<file path="config.mk">
export PLATFORM = sky130hd
export DESIGN_NAME = cccv_charger_pi_controller
export DESIGN_NICKNAME = d
export VERILOG_FILES = /design/src/design/ccpi_pkg.sv /design/src/design/ccpi_div.sv /design/src/design/ccpi_datapath.sv /design/src/design/ccpi_ctrl.sv /design/src/design/cccv_charger_pi_controller.sv
export SDC_FILE = /design/constraint.sdc
export NUM_CORES = 2
export LEC_CHECK = 0
export BUFFER_PORTS_ARGS = -buffer_cell sky130_fd_sc_hd__clkbuf_2
export CELL_PAD_IN_SITES_DETAIL_PLACEMENT = 0
export CELL_PAD_IN_SITES_GLOBAL_PLACEMENT = 1
export CORE_ASPECT_RATIO = 0.9
export CORE_MARGIN = 2
export CORE_UTILIZATION = 26
export DETAILED_ROUTE_END_ITERATION = 6
export HOLD_SLACK_MARGIN = 0.06
export PLACE_DENSITY_LB_ADDON = 0.1
export RECOVER_POWER = 25
export SKIP_CTS_REPAIR_TIMING = 1
export SLEW_MARGIN = 25
export SYNTH_ARGS = -nofsm -noshare
export SYNTH_HDL_FRONTEND = slang
export SYNTH_SLANG_ARGS = --single-unit
</file>
<file path="constraint.sdc">
create_clock -name clk -period 9.6 [get_ports clk]
set_input_delay 0.48 -clock clk [delete_from_list [all_inputs] [get_ports clk]]
set_output_delay 0.48 -clock clk [all_outputs]
set_load 0.05 [all_outputs]
</file>
<file path="src/design/ccpi_pkg.sv">
// Shared constants, codes and controller interface types of the charger controller.
package ccpi_pkg;

  localparam int DUTY_ONE_DEF    = 32768;
  localparam int SAMPLE_BITS_DEF = 16;

  // Charging mode codes.
  localparam logic [1:0] MODE_IDLE = 2'd0;
  localparam logic [1:0] MODE_CC   = 2'd1;
  localparam logic [1:0] MODE_CV   = 2'd2;

  // Configuration register indexes.
  localparam logic [2:0] REG_VT  = 3'd0;
  localparam logic [2:0] REG_CT  = 3'd1;
  localparam logic [2:0] REG_CUT = 3'd2;
  localparam logic [2:0] REG_CVP = 3'd3;
  localparam logic [2:0] REG_CVI = 3'd4;
  localparam logic [2:0] REG_CCP = 3'd5;
  localparam logic [2:0] REG_CCI = 3'd6;

  // Multiplier operation codes.
  localparam logic [2:0] OP_NONE = 3'd0;
  localparam logic [2:0] OP_FF   = 3'd1;
  localparam logic [2:0] OP_VP   = 3'd2;
  localparam logic [2:0] OP_VI   = 3'd3;
  localparam logic [2:0] OP_CP   = 3'd4;
  localparam logic [2:0] OP_CI   = 3'd5;

  typedef struct packed {
    logic       load;
    logic [2:0] mul_op;
    logic [2:0] use_op;
    logic       div_start;
    logic       finish;
  } ccpi_cmd_t;

  typedef struct packed {
    logic div_busy;
    logic out_free;
  } ccpi_stat_t;

endpackage

</file>
<file path="src/design/ccpi_div.sv">
// Restoring divider, one quotient bit per cycle.
module ccpi_div #(
  parameter int DVW = 32
) (
  input  logic           clk,
  input  logic           rst,
  input  logic           start,
  input  logic [DVW-1:0] dividend,
  input  logic [15:0]    divisor,
  output logic           busy,
  output logic [DVW-1:0] quotient
);
  localparam int CW = $clog2(DVW + 1);

  logic [DVW-1:0] acc;
  logic [15:0]    rem;
  logic [15:0]    dvs;
  logic [CW-1:0]  cnt;
  logic [16:0]    rem_sh;
  logic [16:0]    diff;

  // Trial subtraction of the shifted remainder.
  assign rem_sh = {rem, acc[DVW-1]};
  assign diff   = rem_sh - {1'b0, dvs};
  assign quotient = acc;

  always_ff @(posedge clk) begin
    if (rst) begin
      busy <= 1'b0;
      cnt  <= '0;
    end else if (start) begin
      busy <= 1'b1;
      cnt  <= CW'(DVW);
    end else if (busy) begin
      cnt  <= cnt - 1'b1;
      busy <= (cnt != CW'(1));
    end
  end

  always_ff @(posedge clk) begin
    if (start) begin
      acc <= dividend;
      rem <= '0;
      dvs <= divisor;
    end else if (busy) begin
      if (rem_sh >= {1'b0, dvs}) begin
        rem <= diff[15:0];
        acc <= {acc[DVW-2:0], 1'b1};
      end else begin
        rem <= rem_sh[15:0];
        acc <= {acc[DVW-2:0], 1'b0};
      end
    end
  end
endmodule

</file>
<file path="src/design/ccpi_datapath.sv">
// Datapath: configuration, shared multiplier, loop arithmetic, state and output register.
module ccpi_datapath #(
  parameter int DUTY_ONE    = ccpi_pkg::DUTY_ONE_DEF,
  parameter int SAMPLE_BITS = ccpi_pkg::SAMPLE_BITS_DEF
) (
  input  logic                 clk,
  input  logic                 rst,
  input  ccpi_pkg::ccpi_cmd_t  cmd,
  output ccpi_pkg::ccpi_stat_t stat,
  input  logic [47:0]          in_data,
  input  logic                 in_en,
  input  logic                 cfg_we,
  input  logic [2:0]           cfg_index,
  input  logic [23:0]          cfg_data,
  output logic                 out_valid,
  input  logic                 out_ready,
  output logic [15:0]          out_duty,
  output logic [1:0]           out_mode
);
  import ccpi_pkg::*;

  localparam int D1W  = $clog2(DUTY_ONE + 1);
  localparam int DVW  = 16 + D1W;
  localparam int FW   = DVW + 2;
  localparam int SW   = 44;
  localparam logic [15:0] SMASK = (SAMPLE_BITS >= 16) ? 16'hFFFF
                                  : 16'((64'd1 << SAMPLE_BITS) - 64'd1);
  localparam logic signed [SW-1:0] CBND = SW'(64'(DUTY_ONE) << 16);
  localparam logic signed [FW-1:0] DMAX = (DUTY_ONE > 65535) ? FW'(65535) : FW'(DUTY_ONE);
  localparam logic signed [FW-1:0] DONE = FW'(DUTY_ONE);

  // Configuration registers.
  logic [15:0] vt, ct, cut;
  logic [23:0] cvp, cvi, ccp, cci;
  // Sample and loop state.
  logic [15:0] v, i, sup;
  logic        en;
  logic [1:0]  mode_reg, mode_cur;
  logic signed [31:0] vint, cint, vint_new, cint_new;
  logic [15:0] iref;
  logic signed [17:0] cout;
  logic signed [41:0] prod_q;
  logic [DVW-1:0] quo;
  logic div_busy;

  logic signed [16:0] errv, erri, mul_b;
  logic [23:0] mul_a;
  logic signed [SW-1:0] sumv, sumc, clc;
  logic signed [FW-1:0] tot;
  logic [1:0] nxt;
  logic [15:0] duty;

  function automatic logic signed [31:0] sat_add(input logic signed [31:0] acc,
                                                 input logic signed [41:0] p);
    logic signed [33:0] dl;
    logic signed [34:0] s;
    dl = 34'(p >>> 8);
    s  = 35'(acc) + 35'(dl);
    if (s > 35'sd2147483647) sat_add = 32'sh7FFFFFFF;
    else if (s < -35'sd2147483648) sat_add = 32'sh80000000;
    else sat_add = s[31:0];
  endfunction

  // Configuration writes.
  always_ff @(posedge clk) begin
    if (rst) begin
      vt  <= 16'd24000;
      ct  <= 16'd3000;
      cut <= 16'd300;
      cvp <= 24'd65536;
      cvi <= 24'd655;
      ccp <= 24'd2147484;
      cci <= 24'd21475;
    end else if (cfg_we) begin
      unique case (cfg_index)
        REG_VT:  vt  <= cfg_data[15:0];
        REG_CT:  ct  <= cfg_data[15:0];
        REG_CUT: cut <= cfg_data[15:0];
        REG_CVP: cvp <= cfg_data;
        REG_CVI: cvi <= cfg_data;
        REG_CCP: ccp <= cfg_data;
        REG_CCI: cci <= cfg_data;
        default: ;
      endcase
    end
  end

  // Loop errors.
  assign errv = $signed({1'b0, vt}) - $signed({1'b0, v});
  assign erri = $signed({1'b0, iref}) - $signed({1'b0, i});

  // Shared multiplier operand selection.
  always_comb begin
    mul_a = '0;
    mul_b = '0;
    case (cmd.mul_op)
      OP_FF: begin mul_a = 24'(DUTY_ONE); mul_b = $signed({1'b0, v}); end
      OP_VP: begin mul_a = cvp; mul_b = errv; end
      OP_VI: begin mul_a = cvi; mul_b = errv; end
      OP_CP: begin mul_a = ccp; mul_b = erri; end
      OP_CI: begin mul_a = cci; mul_b = erri; end
      default: ;
    endcase
  end

  always_ff @(posedge clk) begin
    prod_q <= 42'($signed({1'b0, mul_a}) * mul_b);
  end

  // Loop sums and clamps.
  assign sumv = (SW'(vint) <<< 8) + SW'(prod_q);
  assign sumc = (SW'(cint) <<< 8) + SW'(prod_q);
  always_comb begin
    if (sumc > CBND) clc = CBND;
    else if (sumc < -CBND) clc = -CBND;
    else clc = sumc;
  end

  // Sample capture and staged results.
  always_ff @(posedge clk) begin
    if (cmd.load) begin
      v   <= in_data[15:0] & SMASK;
      i   <= in_data[31:16] & SMASK;
      sup <= in_data[47:32] & SMASK;
      en  <= in_en;
      mode_cur <= mode_reg;
    end
    case (cmd.use_op)
      OP_VP: begin
        if (mode_cur != MODE_CV) iref <= ct;
        else if (sumv < 0) iref <= '0;
        else if (sumv > (SW'(ct) <<< 16)) iref <= ct;
        else iref <= sumv[31:16];
      end
      OP_VI: vint_new <= sat_add(vint, prod_q);
      OP_CP: cout <= clc[33:16];
      OP_CI: cint_new <= sat_add(cint, prod_q);
      default: ;
    endcase
  end

  ccpi_div #(.DVW(DVW)) u_div (
    .clk      (clk),
    .rst      (rst),
    .start    (cmd.div_start),
    .dividend (prod_q[DVW-1:0]),
    .divisor  (sup),
    .busy     (div_busy),
    .quotient (quo)
  );

  // Next mode.
  always_comb begin
    if (mode_cur == MODE_CC)
      nxt = !en ? MODE_IDLE : ((v >= vt) ? MODE_CV : MODE_CC);
    else if (mode_cur == MODE_CV)
      nxt = (!en || i <= cut) ? MODE_IDLE : ((v < vt) ? MODE_CC : MODE_CV);
    else
      nxt = !en ? MODE_IDLE : ((v < vt) ? MODE_CC : MODE_CV);
  end

  // Duty from loop output plus feedforward.
  assign tot = FW'(cout) + DONE - $signed({2'b0, quo});
  always_comb begin
    if ((mode_cur != MODE_CC && mode_cur != MODE_CV) || sup == 16'd0 || nxt == MODE_IDLE)
      duty = '0;
    else if (tot < 0) duty = '0;
    else if (tot > DMAX) duty = DMAX[15:0];
    else duty = tot[15:0];
  end

  // Mode and integrator update.
  always_ff @(posedge clk) begin
    if (rst) begin
      mode_reg <= MODE_IDLE;
      vint     <= '0;
      cint     <= '0;
    end else if (cmd.finish) begin
      mode_reg <= nxt;
      if (nxt != MODE_CV) vint <= '0;
      else if (mode_cur == MODE_CV) vint <= vint_new;
      if (nxt == MODE_IDLE) cint <= '0;
      else if (mode_cur == MODE_CC || mode_cur == MODE_CV) cint <= cint_new;
    end
  end

  // Output register.
  always_ff @(posedge clk) begin
    if (rst) begin
      out_valid <= 1'b0;
    end else if (cmd.finish) begin
      out_valid <= 1'b1;
    end else if (out_ready) begin
      out_valid <= 1'b0;
    end
  end

  always_ff @(posedge clk) begin
    if (cmd.finish) begin
      out_duty <= duty;
      out_mode <= nxt;
    end
  end

  assign stat.div_busy = div_busy;
  assign stat.out_free = !out_valid || out_ready;
endmodule

</file>
<file path="src/design/ccpi_ctrl.sv">
// Controller state machine sequencing the multiplier, divider and state update.
module ccpi_ctrl (
  input  logic                 clk,
  input  logic                 rst,
  input  logic                 in_valid,
  output logic                 in_ready,
  input  ccpi_pkg::ccpi_stat_t stat,
  output ccpi_pkg::ccpi_cmd_t  cmd
);
  import ccpi_pkg::*;

  localparam logic [3:0] S_IDLE = 4'd0;
  localparam logic [3:0] S_FF   = 4'd1;
  localparam logic [3:0] S_VP   = 4'd2;
  localparam logic [3:0] S_VI   = 4'd3;
  localparam logic [3:0] S_CP   = 4'd4;
  localparam logic [3:0] S_CI   = 4'd5;
  localparam logic [3:0] S_CW   = 4'd6;
  localparam logic [3:0] S_DIV  = 4'd7;
  localparam logic [3:0] S_FIN  = 4'd8;

  logic [3:0] state, state_next;

  always_ff @(posedge clk) begin
    if (rst) state <= S_IDLE;
    else     state <= state_next;
  end

  // Each product is used in the state after the one that issues it.
  always_comb begin
    state_next = state;
    cmd        = '0;
    in_ready   = 1'b0;
    unique case (state)
      S_IDLE: begin
        in_ready = 1'b1;
        if (in_valid) begin
          cmd.load   = 1'b1;
          state_next = S_FF;
        end
      end
      S_FF: begin
        cmd.mul_op = OP_FF;
        state_next = S_VP;
      end
      S_VP: begin
        cmd.mul_op    = OP_VP;
        cmd.div_start = 1'b1;
        state_next    = S_VI;
      end
      S_VI: begin
        cmd.mul_op = OP_VI;
        cmd.use_op = OP_VP;
        state_next = S_CP;
      end
      S_CP: begin
        cmd.mul_op = OP_CP;
        cmd.use_op = OP_VI;
        state_next = S_CI;
      end
      S_CI: begin
        cmd.mul_op = OP_CI;
        cmd.use_op = OP_CP;
        state_next = S_CW;
      end
      S_CW: begin
        cmd.use_op = OP_CI;
        state_next = S_DIV;
      end
      S_DIV: begin
        if (!stat.div_busy) state_next = S_FIN;
      end
      S_FIN: begin
        if (stat.out_free) begin
          cmd.finish = 1'b1;
          state_next = S_IDLE;
        end
      end
      default: state_next = S_IDLE;
    endcase
  end
endmodule

</file>
<file path="src/design/cccv_charger_pi_controller.sv">
// Top level of the CC/CV charger controller with cascaded PI loops.
// A request passes states FF, VP, VI, CP, CI, CW, DIV and FIN before its result is valid.
// Requests are taken one at a time, in idle only; DIV waits for the feedforward divider.
// A finished result waits in an output register; the next request is taken meanwhile.
// Reset (synchronous, active high): mode idle, integrators zero, registers to defaults.
module cccv_charger_pi_controller #(
  parameter int DUTY_ONE    = ccpi_pkg::DUTY_ONE_DEF,
  parameter int SAMPLE_BITS = ccpi_pkg::SAMPLE_BITS_DEF
) (
  input  logic        clk,
  input  logic        rst,
  input  logic        s_tvalid,
  output logic        s_tready,
  input  logic [47:0] s_tdata,   // voltage_sample, current_sample, supply_voltage
  input  logic        s_tuser,   // charge_enable
  output logic        m_tvalid,
  input  logic        m_tready,
  output logic [15:0] m_tdata,   // duty
  output logic [1:0]  m_tuser,   // charge_mode
  input  logic        cfg_valid,
  output logic        cfg_ready,
  input  logic [2:0]  cfg_index,
  input  logic [23:0] cfg_data
);
  import ccpi_pkg::*;

  ccpi_cmd_t  cmd;
  ccpi_stat_t stat;

  assign cfg_ready = 1'b1;

  ccpi_ctrl u_ctrl (
    .clk      (clk),
    .rst      (rst),
    .in_valid (s_tvalid),
    .in_ready (s_tready),
    .stat     (stat),
    .cmd      (cmd)
  );

  ccpi_datapath #(.DUTY_ONE(DUTY_ONE), .SAMPLE_BITS(SAMPLE_BITS)) u_dp (
    .clk       (clk),
    .rst       (rst),
    .cmd       (cmd),
    .stat      (stat),
    .in_data   (s_tdata),
    .in_en     (s_tuser),
    .cfg_we    (cfg_valid & cfg_ready),
    .cfg_index (cfg_index),
    .cfg_data  (cfg_data),
    .out_valid (m_tvalid),
    .out_ready (m_tready),
    .out_duty  (m_tdata),
    .out_mode  (m_tuser)
  );
endmodule

</file>
==> flow_summary.ini <==
[sta]
worstMarginPinSlew_ns = 3.210
rsz0062_at_grt = no
holdWs_ns = 0.1069
setup_violations = 0
slew_headroom_pct = -114.0
period_share_pct = 94.34
slew_viol_final = 155
clock.fmax_ghz = 0.1104
skew_ns = 0.03690
min_period_ns = 9.057
tns_ns = 0
final_hold_viol_count = 0

[floorplanning]
start_util_pct = 26.27
rows = 137
dieWidth_um = 421.8
core_um2 = 155500
boundaryPins = 102
fp.dieH_um = 380.0
dieArea_um2 = 160300

[logic_synthesis]
synth_common_cells = 664 x nand2_1, 582 x inv_1, 375 x nor2_1
synth.top_cell.area_share_pct = 16.42
syn_area_um2 = 40840
synthesis.nets = 5347
yosysSeqAreaShare_pct = 29.53
yosysUniqueCellTypes = 95
synth.most_common_cell = nand2_1
synth_edf_count = 215
synth_warnings = 0
syn_inst = 4573
syn_area_per_cell_um2 = 8.931
synthArstFlopShare_pct = 0
ys.flop_type = dfxtp_1
ys_ff_latch = 495
yosys-top-cells-area = fa_1 16%, edfxtp_1 16%, dfxtp_1 14%
synth_top_area_cell = fa_1

[place]
port_buffers = 100
gp_congestion = 0.8144
hpwl_um = 113200

[setup_path]
cp.arrival_ns = 9.63
crit_path_end_kind = flop
crit_path_frequent_cell = fa_1
required_ns = 10.17
worstSetupPathType = reg -> reg
critPathLaunchType = flop
crit_slowest_cell = fa_1
max_stage_delay_ns = 0.55
critPathMaxFanout = 15

[cts]
cts_tree = done
insertion_delay_ns = 0.68
htreeDepth = 3
cts.clk_slew.worst_paths_ns = 0.06
cts.root.buffer_cell = clkbuf_16
cts_sinks = 495
cts.path.max_buffers = 3
cts_made_buffers = 66

[grt]
antenna_found_initial = 13
grt_first_pass_wirelength_um = 220500
grt_overflow = 0
grt_usage_pct = 18.23
grt_pass1_vias = 33810
grt_max_degree = 77

[drt]
firstDrtPassIters = 6
totalWireLength_um = 146300
drt_iter0_drc = 2015
via_per_inst = 4.747
ant_nets = 0
wl_per_cell_um = 21.37
drc = 0
vias = 32490

[cells_and_area]
drive_above_1_share_pct = 7.776
regMostFlops = u_dp.prod_q
fin_nets = 5481
largest_register_ffs = 42
syn_to_final_growth_pct = 14.69

[flow_run]
maxCapViolations = 4

[outcome]
run_status = finished, violations left
failed_checks = max-capacitance violations, max-slew violations

[pwr]
peakVddDrop_mv = 0.1217
cellPowerDensity_nw_per_um2 = 199.9
cellLeakagePower_nw = 20.68

[min_path]
holdCritPathClass = in -> reg
## path summary, 6_finish.rpt
| check | from | end | slack, ns | depth (start not counted) |
|---|---|---|---|---|
| max | u_dp.i[0]$_DFFE_PP_ | u_dp.prod_q[40]$_DFF_P_ | 0.54 | 31 |
| min | cfg_data[18] | u_dp.cvi[18]$_SDFFE_PP0P_ | 0.11 | 3 |
| max reg2reg | u_dp.i[0]$_DFFE_PP_ | u_dp.prod_q[40]$_DFF_P_ | 0.54 | 31 |
| min reg2reg | u_dp.mode_reg[1]$_SDFFE_PP0P_ | u_dp.mode_cur[1]$_DFFE_PP_ | 0.43 | 0 |
## layout make-up
class / count / area (um^2)
diodes: 2 / 5.005
clock buffers: 89 / 1839
clock inverters: 30 / 330.3
fillers: 16620 / 108600
inverters: 584 / 2195
multi-input cells: 3299 / 25980
flip-flops and latches: 495 / 12060
well taps: 2085 / 2609
repair buffers: 261 / 1827
## critical path, delay by kind of cell (launching register included)
family	cells	cell delay [ns]
buffers and inverters	6	0.70
flip-flops	1	0.42
XOR/XNOR	1	0.13
AND/OR/NAND/NOR	4	0.72
adder cells (fa/ha/maj)	9	4.19
AO/OA/AOI/OAI	11	2.79
## routing by layer
layer	GRT usage (%)	share of wire (%)	vias to the layer above
met2	29.34	45	575
met4	4.275	2.2	0
met3	2.522	3.9	140
li1	-	-	15740
met1	25.72	48	16040
met5	0	0	-
## cell usage in the layout (no fill, tap or decap), drive strengths merged, types with 67 or more instances in the layout
cell type    n
a21o        84
a21oi      304
a22o        67
buf        106
clkbuf     194
dfxtp      280
edfxtp     215
fa         335
ha         358
inv        586
nand2      664
nor2       375
o21ai      190
xnor2       89
## power by group
group          internal [mW]  switching (mW)
registers               2.51           0.241
clock network           1.44            1.06
logic                   1.46            2.65
## through the flow
stage	cells	worst slack (ns)	total power [mW]	cell area [um^2]	utilization [%]
after detailed placement	6673	0.1266	6.924	44190	28.43
after global routing	6843	0.03220	10.07	46840	30.13
after global placement	6673	0.2788	6.955	44190	28.42
final	6845	0.5429	9.365	46840	30.13
after CTS	6792	0.05594	9.516	46360	29.82
after floorplan	4573	0.9286	5.383	40840	-
## kinds of logic (layout without fill, tap and decap cells)
| logic type | after synthesis | after routing | share of synthesized area [%] |
|---|---|---|---|
| AND/OR/NAND/NOR | 1483 | 1483 | 16.62 |
| AO/OA/AOI/OAI | 942 | 942 | 15.21 |
| buffers and inverters | 779 | 964 | 7.260 |
| adder cells (fa/ha/maj) | 693 | 693 | 27.39 |
| flip-flops | 495 | 495 | 29.53 |
| XOR/XNOR | 143 | 143 | 3.067 |
| multiplexers | 37 | 37 | 0.9129 |
| other | 1 | 3 | 0.009182 |
No activity file was read; power rests on OpenSTA's default activity.
